<file path="src/rtl/core/aspf_pkg.sv">
package aspf_pkg;

	localparam int unsigned CfgIdxW = 3;

	localparam logic [CfgIdxW-1:0] REG_MIN_GS = 3'd0;
	localparam logic [CfgIdxW-1:0] REG_MIN_AS = 3'd1;
	localparam logic [CfgIdxW-1:0] REG_MAX_AS = 3'd2;
	localparam logic [CfgIdxW-1:0] REG_CRUISE = 3'd3;
	localparam logic [CfgIdxW-1:0] REG_RATE = 3'd4;
	localparam logic [CfgIdxW-1:0] REG_PMIN = 3'd5;
	localparam logic [CfgIdxW-1:0] REG_PMAX = 3'd6;

	typedef enum logic [3:0] {
		ST_IDLE,
		ST_SQ,
		ST_ACC,
		ST_ROOT,
		ST_TGT,
		ST_FILT,
		ST_DIV,
		ST_MUL,
		ST_LIM,
		ST_OUT
	} state_t;

	typedef struct packed {
		logic [14:0] min_gs;
		logic [14:0] min_as;
		logic [14:0] max_as;
		logic [14:0] cruise;
		logic [14:0] rate;
		logic [15:0] pmin;
		logic [15:0] pmax;
	} cfg_t;

endpackage

</file>
<file path="src/rtl/core/airspeed_pitch_feedforward.sv">
// one item at a time: a new input item is accepted only in the idle state, once
// the previous item has reached its output register; two root passes (three
// squares, then 17 two-bit root steps), a divider of 30 steps and a
// shift-add multiplier make up the work for each item
// reset: config registers take their defaults, filter and last pitch clear
// an output item waits in its register while the next item is accepted
module airspeed_pitch_feedforward (
	input  logic         clk,
	input  logic         arst_n,
	input  logic         cfg_valid,
	output logic         cfg_ready,
	input  logic [2:0]   cfg_index,
	input  logic [15:0]  cfg_data,
	input  logic         s_tvalid,
	output logic         s_tready,
	input  logic [127:0] s_tdata, // vel_x vel_y vel_z wind_x wind_y wind_z demand_speed throttle
	output logic         m_tvalid,
	input  logic         m_tready,
	output logic [79:0]  m_tdata  // air_speed ground_speed target_speed speed_error pitch_adjust, pad
);
	import aspf_pkg::*;

	cfg_t   cfg_q;
	state_t st_q, st_d;
	logic [127:0] in_q;
	logic [1:0]  pass_q;
	logic [1:0]  k_q;
	logic [33:0] acc_q;
	logic [31:0] sq_q;
	logic [4:0]  cnt_q;
	logic [14:0] air_q, gnd_q;
	logic signed [15:0] tgt_q, ferr_q, last_q, pitch_q, quot_q, adj_q;
	logic [29:0] dvd_q;
	logic [15:0] dvs_q, rem_q;
	logic        neg_q, zero_q;
	logic [31:0] prod_q;
	logic        out_v_q;
	logic [79:0] out_q;
	logic        out_go;
	logic        sqs, sqd;
	logic [14:0] sqr;
	logic signed [15:0] comp;
	logic signed [16:0] rtrial;

	assign cfg_ready = 1'b1;
	assign s_tready  = (st_q == ST_IDLE);
	assign m_tvalid  = out_v_q;
	assign m_tdata   = out_q;
	assign out_go    = (st_q == ST_OUT) && (!out_v_q || m_tready);

	always_ff @(posedge clk or negedge arst_n) begin
		if (!arst_n) begin
			cfg_q <= '{15'd500, 15'd1000, 15'd3000, 15'd2000, 15'd35, 16'sd2859, -16'sd4289};
		end else if (cfg_valid) begin
			unique case (cfg_index)
				REG_MIN_GS: cfg_q.min_gs <= cfg_data[14:0];
				REG_MIN_AS: cfg_q.min_as <= cfg_data[14:0];
				REG_MAX_AS: cfg_q.max_as <= cfg_data[14:0];
				REG_CRUISE: cfg_q.cruise <= cfg_data[14:0];
				REG_RATE:   cfg_q.rate <= cfg_data[14:0];
				REG_PMIN:   cfg_q.pmin <= cfg_data;
				REG_PMAX:   cfg_q.pmax <= cfg_data;
				default: ;
			endcase
		end
	end

	always_comb begin
		logic signed [15:0] v, w;
		v = $signed(in_q[16*k_q +: 16]);
		w = $signed(in_q[48 + 16*k_q +: 16]);
		comp = (pass_q == 2'd0) ? v - w : v;
	end

	assign sqs = (st_q == ST_ACC) && (k_q == 2'd2);
	aspf_isqrt u_root (
		.clk(clk), .arst_n(arst_n), .start(sqs),
		.radicand(acc_q + {2'b00, sq_q}), .done(sqd), .root(sqr)
	);

	assign rtrial = {rem_q[14:0], dvd_q[29]} - {1'b0, dvs_q};

	always_ff @(posedge clk or negedge arst_n) begin
		if (!arst_n) begin
			st_q <= ST_IDLE;
			out_v_q <= 1'b0;
			ferr_q <= '0;
			last_q <= '0;
		end else begin
			st_q <= st_d;
			out_v_q <= out_go || (out_v_q && !m_tready);
			if (st_q == ST_FILT)
				ferr_q <= (ferr_q >>> 1) + ($signed(tgt_q - {1'b0, air_q}) >>> 1);
			if (out_go)
				last_q <= adj_q;
		end
	end

	always_comb begin
		st_d = st_q;
		unique case (st_q)
			ST_IDLE: if (s_tvalid && s_tready) st_d = ST_SQ;
			ST_SQ:   st_d = ST_ACC;
			ST_ACC:  st_d = (k_q == 2'd2) ? ST_ROOT : ST_SQ;
			ST_ROOT: if (sqd) st_d = (pass_q == 2'd0) ? ST_SQ : ST_TGT;
			ST_TGT:  st_d = ST_FILT;
			ST_FILT: st_d = ST_DIV;
			ST_DIV:  if (cnt_q == 5'd30) st_d = ST_MUL;
			ST_MUL:  if (cnt_q == 5'd16) st_d = ST_LIM;
			ST_LIM:  st_d = ST_OUT;
			ST_OUT:  if (out_go) st_d = ST_IDLE;
			default: st_d = ST_IDLE;
		endcase
	end

	always_ff @(posedge clk) begin
		logic signed [15:0] t, d, r, p, a, l;
		logic signed [31:0] dm;
		unique case (st_q)
			ST_IDLE: begin
				in_q <= s_tdata; pass_q <= '0; k_q <= '0; acc_q <= '0;
			end
			ST_SQ: sq_q <= $unsigned(32'(comp) * 32'(comp));
			ST_ACC: begin
				acc_q <= acc_q + {2'b00, sq_q};
				k_q <= (k_q == 2'd2) ? 2'd0 : k_q + 2'd1;
			end
			ST_ROOT: if (sqd) begin
				if (pass_q == 2'd0) air_q <= sqr; else gnd_q <= sqr;
				pass_q <= pass_q + 2'd1; acc_q <= '0;
			end
			ST_TGT: begin
				dm = $signed(in_q[111:96]) * 32'sd10;
				t = dm[15:0];
				if (gnd_q < cfg_q.min_gs) t = t + $signed({1'b0, cfg_q.min_gs} - {1'b0, gnd_q});
				if (t > $signed({1'b0, cfg_q.max_as})) t = {1'b0, cfg_q.max_as};
				if (t < $signed({1'b0, cfg_q.min_as})) t = {1'b0, cfg_q.min_as};
				tgt_q <= t;
			end
			ST_FILT: begin
				d = tgt_q - $signed({1'b0, cfg_q.cruise});
				if (d > 0) begin
					r = {1'b0, cfg_q.max_as} - {1'b0, cfg_q.cruise}; p = cfg_q.pmax;
				end else if (d < 0) begin
					r = {1'b0, cfg_q.cruise} - {1'b0, cfg_q.min_as}; p = cfg_q.pmin; d = -d;
				end else begin
					r = 16'sd1; p = '0;
				end
				pitch_q <= p; zero_q <= (r == 0);
				neg_q <= d[15] ^ r[15];
				dvs_q <= r[15] ? -r : r;
				dvd_q <= {(d[15] ? 16'(-d) : d), 14'd0};
				rem_q <= '0; quot_q <= '0; cnt_q <= '0;
			end
			ST_DIV: begin
				// numerator is |d|<<14: feed 14 zero bits after the 16 data bits
				if (cnt_q == 5'd30) begin
					quot_q <= zero_q ? '0 : (neg_q ? -quot_q : quot_q);
					cnt_q <= '0; prod_q <= '0;
				end else cnt_q <= cnt_q + 5'd1;
				if (cnt_q != 5'd30) begin
					dvd_q <= {dvd_q[28:0], 1'b0};
					if (!rtrial[16]) begin
						rem_q <= rtrial[15:0]; quot_q <= {quot_q[14:0], 1'b1};
					end else begin
						rem_q <= {rem_q[14:0], dvd_q[29]}; quot_q <= {quot_q[14:0], 1'b0};
					end
				end
			end
			ST_MUL: begin
				if (cnt_q == 5'd16) begin
					prod_q <= prod_q;
					adj_q <= prod_q[29:14];
				end else begin
					cnt_q <= cnt_q + 5'd1;
					if (pitch_q[cnt_q[3:0]])
						prod_q <= prod_q + (cnt_q == 5'd15 ?
							-(32'(quot_q) << 15) : (32'(quot_q) << cnt_q[3:0]));
				end
			end
			ST_LIM: begin
				a = ($signed(in_q[127:112]) >= 16'sd100) ? 16'sd0 : adj_q;
				if (a > last_q) begin
					l = last_q + $signed({1'b0, cfg_q.rate}); if (l < a) a = l;
				end else begin
					l = last_q - $signed({1'b0, cfg_q.rate}); if (l > a) a = l;
				end
				adj_q <= a;
			end
			ST_OUT: if (out_go) out_q <= {2'b00, 16'(adj_q), 16'(ferr_q), 16'(tgt_q), gnd_q, air_q};
			default: ;
		endcase
	end
endmodule

</file>
<file path="src/rtl/core/aspf_isqrt.sv">
module aspf_isqrt (
	input  logic        clk,
	input  logic        arst_n,
	input  logic        start,
	input  logic [33:0] radicand,
	output logic        done,
	output logic [14:0] root
);
	logic [33:0] rad_q;
	logic [17:0] rem_q;
	logic [16:0] res_q;
	logic [4:0]  cnt_q;
	logic        busy_q;
	logic [19:0] rem_sh;
	logic [19:0] trial;
	logic        fits;

	assign rem_sh = {rem_q, rad_q[33:32]};
	assign trial  = rem_sh - {1'b0, res_q, 2'b01};
	assign fits   = rem_sh >= {1'b0, res_q, 2'b01};
	assign done   = busy_q && cnt_q == 5'd0;
	assign root   = (res_q > 17'd32767) ? 15'd32767 : res_q[14:0];

	always_ff @(posedge clk or negedge arst_n) begin
		if (!arst_n) begin
			busy_q <= 1'b0;
			cnt_q  <= '0;
		end else if (start) begin
			busy_q <= 1'b1;
			cnt_q  <= 5'd17;
		end else if (busy_q && cnt_q != 5'd0) begin
			cnt_q <= cnt_q - 5'd1;
		end else begin
			busy_q <= 1'b0;
		end
	end

	always_ff @(posedge clk) begin
		if (start) begin
			rad_q <= radicand;
			rem_q <= '0;
			res_q <= '0;
		end else if (busy_q && cnt_q != 5'd0) begin
			rad_q <= {rad_q[31:0], 2'b00};
			rem_q <= fits ? trial[17:0] : rem_sh[17:0];
			res_q <= {res_q[15:0], fits};
		end
	end
endmodule

</file>
<file path="config.mk">
export PLATFORM = sky130hd
export DESIGN_NAME = airspeed_pitch_feedforward
export DESIGN_NICKNAME = d
export VERILOG_FILES = /design/src/rtl/core/aspf_pkg.sv /design/src/rtl/core/airspeed_pitch_feedforward.sv /design/src/rtl/core/aspf_isqrt.sv
export SDC_FILE = /design/constraint.sdc
export NUM_CORES = 2
export LEC_CHECK = 0
export ABC_AREA = 1
export BUFFER_PORTS_ARGS = -buffer_cell sky130_fd_sc_hd__buf_2
export CAP_MARGIN = 15
export CORE_MARGIN = 2
export CORE_UTILIZATION = 55
export DETAILED_ROUTE_END_ITERATION = 12
export PLACE_DENSITY = 0.81
export REMOVE_ABC_BUFFERS = 1
export SLEW_MARGIN = 20
export SYNTH_ARGS = -nofsm -noshare
export SYNTH_HDL_FRONTEND = slang
export SYNTH_SLANG_ARGS = --single-unit
</file>
<file path="constraint.sdc">
create_clock -name clk -period 24.8 [get_ports clk]
set_input_delay 1.24 -clock clk [delete_from_list [all_inputs] [get_ports clk]]
set_output_delay 1.24 -clock clk [all_outputs]
set_load 0.1 [all_outputs]
</file>
# Yosys cells after proc, flatten, opt, wreduce, memory -nomap -nowiden
# Cells that the tools add are included.
# totals
reg_bits,689
inputBits,152
out_inout_bits,83
word_cells,218
# op_classes
n_addsub,24
multipliers,2
magnitude_cmp,12
eq_ne,31
shift,3
muxes,65
bitwise,2
n_reduce_logical,42
# ops
cell,count
$mux W16,23
$mux W32,4
$shiftx A128 B7 Y16,1
$shiftx A128 B8 Y16,1
$mux W34,3
$pmux W34 S3,1
$mux W15,5
$neg A16 Y16,4
$pmux W16 S2,2
$pmux W32 S2,1
$pmux W30 S2,1
$gt A16 B16 Y1,3
$sub A15 B15 Y16,3
$sub A16 B16 Y16,3
$pmux W4 S10,1
$add A34 B32 Y34,1
$add A16 B16 Y16,2
$add A32 B32 Y32,1
$logic_not A32 Y1,1
$lt A16 B16 Y1,2
$mul A16 B16 Y32,1
$neg A32 Y32,1
$shl A32 B4 Y32,1
$mux W30,1
other kinds (57),114

# Longest topological paths before layout
# depth
word_depth,9
depth_mapped,46
ltp_nobuf,43

# By module
# From an unflattened synthesis, not the netlist that was laid out.
# hier_totals
cells_unflattened,5975
area_unflattened_um2,51156.6
# by_module_without_submodules
module,instances,cells_each,area_per_inst_um2,seq_area_each_um2
airspeed_pitch_feedforward,1,5398,46890.0,17206.5
aspf_isqrt,1,577,4266.6,1871.8

# Worst setup path before layout
# No wires, ideal clock.
# synth_timing
path_type,register -> register
from,register k_q[0]
to,"register sq_q[28], data pin"
setup_ns,0.262
t_arrival_ns,8.673
t_required_ns,24.538
path_slack_ns,15.865
path_stages_with_launch,37
path_buffers,5
period_less_slack_ns,8.935
path_cell_list,edfxtp_1 > clkbuf_1 > clkbuf_1 > clkbuf_1 > clkbuf_1 > nand2_1 > o21ai_0 > a21oi_1 > ha_1 > inv_1 > nor4_1 > nand3_1 > nand4_1 > a31oi_1 > o21ai_0 > xnor2_1 > nand2_1 > nand2_1 > inv_1 > clkbuf_1 > nand2_1 > fa_1 > inv_1 > fa_1 > inv_1 > fa_1 > fa_1 > fa_1 > fa_1 > inv_1 > ha_1 > nand2_1 > o21ai_0 > a21oi_1 > o21ai_1 > a21oi_1 > xor2_1
# synth_via
elab_chain_cells,5
elab_cells_between_ends,6
classes_between,2 x add/sub; 1 x mul; 2 x shift; 1 x mux
# synth_lines
element,line_no,text
from (decl),airspeed_pitch_feedforward.sv:27,logic [1:0] k_q;
from (signal assigned),airspeed_pitch_feedforward.sv:126,k_q <= (k_q == 2'd2) ? 2'd0 : k_q + 2'd1;
$add A6 B6 Y7,airspeed_pitch_feedforward.sv:71,w = $signed(in_q[48 + 16*k_q +: 16]);
$shiftx A128 B8 Y16,airspeed_pitch_feedforward.sv:71,
$sub A16 B16 Y16,airspeed_pitch_feedforward.sv:72,comp = (pass_q == 2'd0) ? v - w : v;
$mux W16 *,airspeed_pitch_feedforward.sv:72,
$mul A16 B16 Y32 *,airspeed_pitch_feedforward.sv:123,ST_SQ: sq_q <= $unsigned(32'(comp) * 32'(comp));
to (signal assigned),airspeed_pitch_feedforward.sv:123,
to (decl),airspeed_pitch_feedforward.sv:29,logic [31:0] sq_q;
# Every way passes the cells marked *; elsewhere a longest branch is shown, timed or not.
# A chain may end at the register's enable or synchronous reset.

# Worst setup path in the final report
# Ends and elaborated chain as after synthesis.

==> run summary <==
YOSYS
--------------------------------------------------------------------------------------------------------
Number of synthesized flops with an enable pin                                                       485
Number of storage elements in the synthesis netlist                                                  670
Prevailing post-synth register cell                                                             edfxtp_1
Syn_area_per_cell                                                                              8.704 µm²
Count of mapped cells out of synthesis                                                              5816
Yosys Warn Count                                                                                       0
Count of distinct cell types in the synthesized netlist                                               68
Synth Cell Area                                                                                50620 µm²
Portion of the post-synthesis area used by sequential elements                                    37.69%
Async set or reset register ratio after synthesis                                                 22.39%

CLOCKING
--------------------------------------------------------------------------------------------------------
Post_cts resized                                                                                       0
Clock buffers created by TritonCTS                                                                    74
Post-CTS clock slew at the launch and capture registers of the worst setup and hold paths        0.07 ns
Number of buffers added to fix hold violations after cts                                               0
CTS root buffer                                                                                clkbuf_16
Sinks on the clock net                                                                               670
CTS max path bufs                                                                                      3
H-Tree Depth                                                                                           3
TritonCTS clock tree                                                                                done
Clock network latency to the later pin of the worst-skew pair                                    0.65 ns
Setup Buffers After CTS                                                                                0

CELLS AND AREA
--------------------------------------------------------------------------------------------------------
Most frequent cells in the layout                                                           nand2_1, inv_1, edfxtp_1, ha_1, o21ai_0
Nets                                                                                                6860
Signed area change from the synthesized netlist to the final layout                               9.520%
Commonest non-fill, non-tap cell in the layout                                                   nand2_1
Layout cells sized above 1                                                                        8.067%
Fill cell instance count of the final layout                                                        7464

FLOORPLAN
--------------------------------------------------------------------------------------------------------
Number of placed I/O pins                                                                            235
Rows                                                                                                 111
Starting Density                                                                                  55.40%
Height of the chip                                                                              307.4 µm
Area enclosed by the die boundary                                                              94490 µm²
Horizontal extent of the die                                                                    307.4 µm
Core area                                                                                      91390 µm²

DETAILED ROUTING
--------------------------------------------------------------------------------------------------------
First-pass iteration count of the detailed router                                                      7
Avg Vias per Cell                                                                                  5.556
Via Count                                                                                          40284
1st-iter DRT viols                                                                                  3125
Total Wirelength                                                                                123.3 mm
Remaining number of nets flagged by the antenna check after routing                                    0
Remaining DRCs                                                                                         0
Drt wl/cell                                                                                     17.00 µm

STA
--------------------------------------------------------------------------------------------------------
Final Hold Fails                                                                                       0
Tightest Pin Transition                                                                         1.042 ns
Fin Clk Skew                                                                                  0.02105 ns
Crit path time final                                                                            10.02 ns
Unrepaired setup endpoints after global routing                                                    false
Slew Limit Fails                                                                                       0
Maximum clock frequency                                                                        99.80 MHz
Relative max-transition margin                                                                    30.50%
Setup violation total in the final timing report                                                       0
Share of the clock period used by the worst path after layout                                     40.40%
Final total negative setup slack                                                                    0 ns

SETUP PATH
--------------------------------------------------------------------------------------------------------
Maximum single-stage delay on the critical path                                                  0.85 ns
Crit path DAT                                                                                   10.42 ns
Maximum fanout along the worst path                                                                   68
Critical path type                                                                               reg2reg
Endpoint class of the critical path                                                             register
Master of the slowest instance on the critical path                                                 fa_1
Worst Path Buf+Inv                                                                                     8
Data required time at the worst endpoint                                                        25.20 ns
Crit path top cell by count                                                                         fa_1
Type of element launching the critical path                                                     register
CP delay by family, top                                                                      adder cells

PLACE
--------------------------------------------------------------------------------------------------------
Hpwl dp                                                                                         95.03 mm
Final RePlAce weighted congestion                                                                 0.9668
Number of port buffers                                                                               229

OUTCOME
--------------------------------------------------------------------------------------------------------
Run status                                                                                  finished clean

GLOBAL ROUTE
--------------------------------------------------------------------------------------------------------
Initial antenna violation count                                                                        2
Wire length of the first global-routing pass                                                    199.0 mm
Maximum number of pins on one net before global-route repair                                          88
Via count of the first global-routing pass                                                         39433
Overflow after GRT                                                                                     0
Global-route usage over all layers                                                                26.14%

HOLD PATH
--------------------------------------------------------------------------------------------------------
Hold Path Class                                                                                  reg2reg

FLOW RUN
--------------------------------------------------------------------------------------------------------
Maximum Capacitance Violations                                                                         0

## through the flow
| step | util [%] | hold WS [ns] | cell area [µm²] | std cells | worst slack (ns) |
|---|---|---|---|---|---|
| 2_1_floorplan | - | 0.4253 | 50000 | 5662 | 14.51 |
| 5_1_grt | 60.67 | 0.4608 | 55440 | 7248 | 14.03 |
| 4_1_cts | 60.67 | 0.4465 | 55440 | 7248 | 14.85 |
| 6_report | 60.67 | 0.4445 | 55440 | 7250 | 14.78 |
| 3_5_place_dp | 57.94 | 0.4339 | 52950 | 7113 | 14.86 |
| 3_3_place_gp | 57.94 | 0.4328 | 52950 | 7113 | 14.98 |
## layout make-up
type / instances / area (µm²) / area share [%]
multi-input combinational: 3982 / 27170 / 49.01
inverter: 1010 / 3792 / 6.840
clock inverter: 32 / 375.4 / 0.6770
tap: 1186 / 1484 / 2.676
antenna: 2 / 5.005 / 0.009027
clock buffer: 103 / 2116 / 3.816
sequential: 670 / 19080 / 34.41
timing repair buffer: 265 / 1423 / 2.566
## sequential cells by signal (all words and copies together), names as in the netlist, 15 cells and up
register	cells
ferr_q	16
pitch_q	16
sq_q	31
m_tdata	78
acc_q	34
in_q	126
cfg_q	107
u_root.rad_q	34
air_q	15
prod_q	30
tgt_q	16
u_root.res_q	17
quot_q	16
last_q	16
dvs_q	16
adj_q	16
rem_q	15
gnd_q	15
dvd_q	16
u_root.rem_q	18
## synth_stat cells, drive strengths merged, types with 6 or more instances
cell | count | area (µm²)
o21bai | 37 | 277.8
nand2 | 1102 | 4169
xnor2 | 71 | 629.4
edfxtp | 485 | 14560
dfstp | 48 | 1261
o21a | 19 | 142.6
a21oi | 363 | 1847
inv | 1000 | 3754
dfxtp | 35 | 700.7
nor4 | 9 | 56.30
nand4 | 35 | 219.0
mux2i | 8 | 80.08
o21ai | 459 | 2297
clkbuf | 125 | 469.2
o22ai | 50 | 312.8
a22o | 23 | 201.4
o221ai | 14 | 122.6
o211ai | 42 | 315.3
a21boi | 11 | 86.33
nand3b | 6 | 45.04
a21o | 16 | 120.1
o31ai | 7 | 52.55
dfrtp | 102 | 2552
xor2 | 171 | 1505
clkinv | 10 | 37.54
nor3 | 54 | 270.3
a211oi | 16 | 120.1
a31oi | 39 | 244.0
or2 | 17 | 106.4
buf | 31 | 160.1
ha | 447 | 5593
fa | 258 | 5165
nand3 | 228 | 1159
nor2 | 441 | 1680
## worst paths after layout
path,start,to,slack [ns],cells after the start
max,k_q[0],sq_q[28],14.78,35
min,adj_q[10],m_tdata[72],0.44,0
max reg2reg,k_q[0],sq_q[28],14.78,35
min reg2reg,adj_q[10],m_tdata[72],0.44,0
max in group asynchronous,arst_n,cfg_q[31],22.71,2
min in group asynchronous,arst_n,ferr_q[15],0.62,1
## metal layers
metal	wire [µm]	share of wire, %	track usage, %	vias to the layer above
met5	11	0.0089	0	-
met4	5206	4.2	10.61	2
met3	8350	6.8	3.833	316
met2	57360	47	43.13	1498
met1	52330	42	34.75	18920
li1	-	-	-	19548
## logic make-up after synthesis
logic type | share of synthesized area, %
mux | 0.1804
fa+ha+maj | 21.25
simple gates | 15.32
compound gates | 12.60
xor+xnor | 4.216
buf+inv | 8.732
other cells | 0.01483
flops | 37.69
## worst register-to-register path, delay by kind of cell, from the launching register on
family          cells  cell delay, ns
compound gates      9            1.75
simple gates        8            1.14
xor+xnor            2            0.17
buf+inv             8            2.01
fa+ha+maj           8            4.37
flops               1            0.35
Power is left out: the tool's default activity adds up to more than one toggle a clock period on the data nets, which glitch-free logic cannot reach.
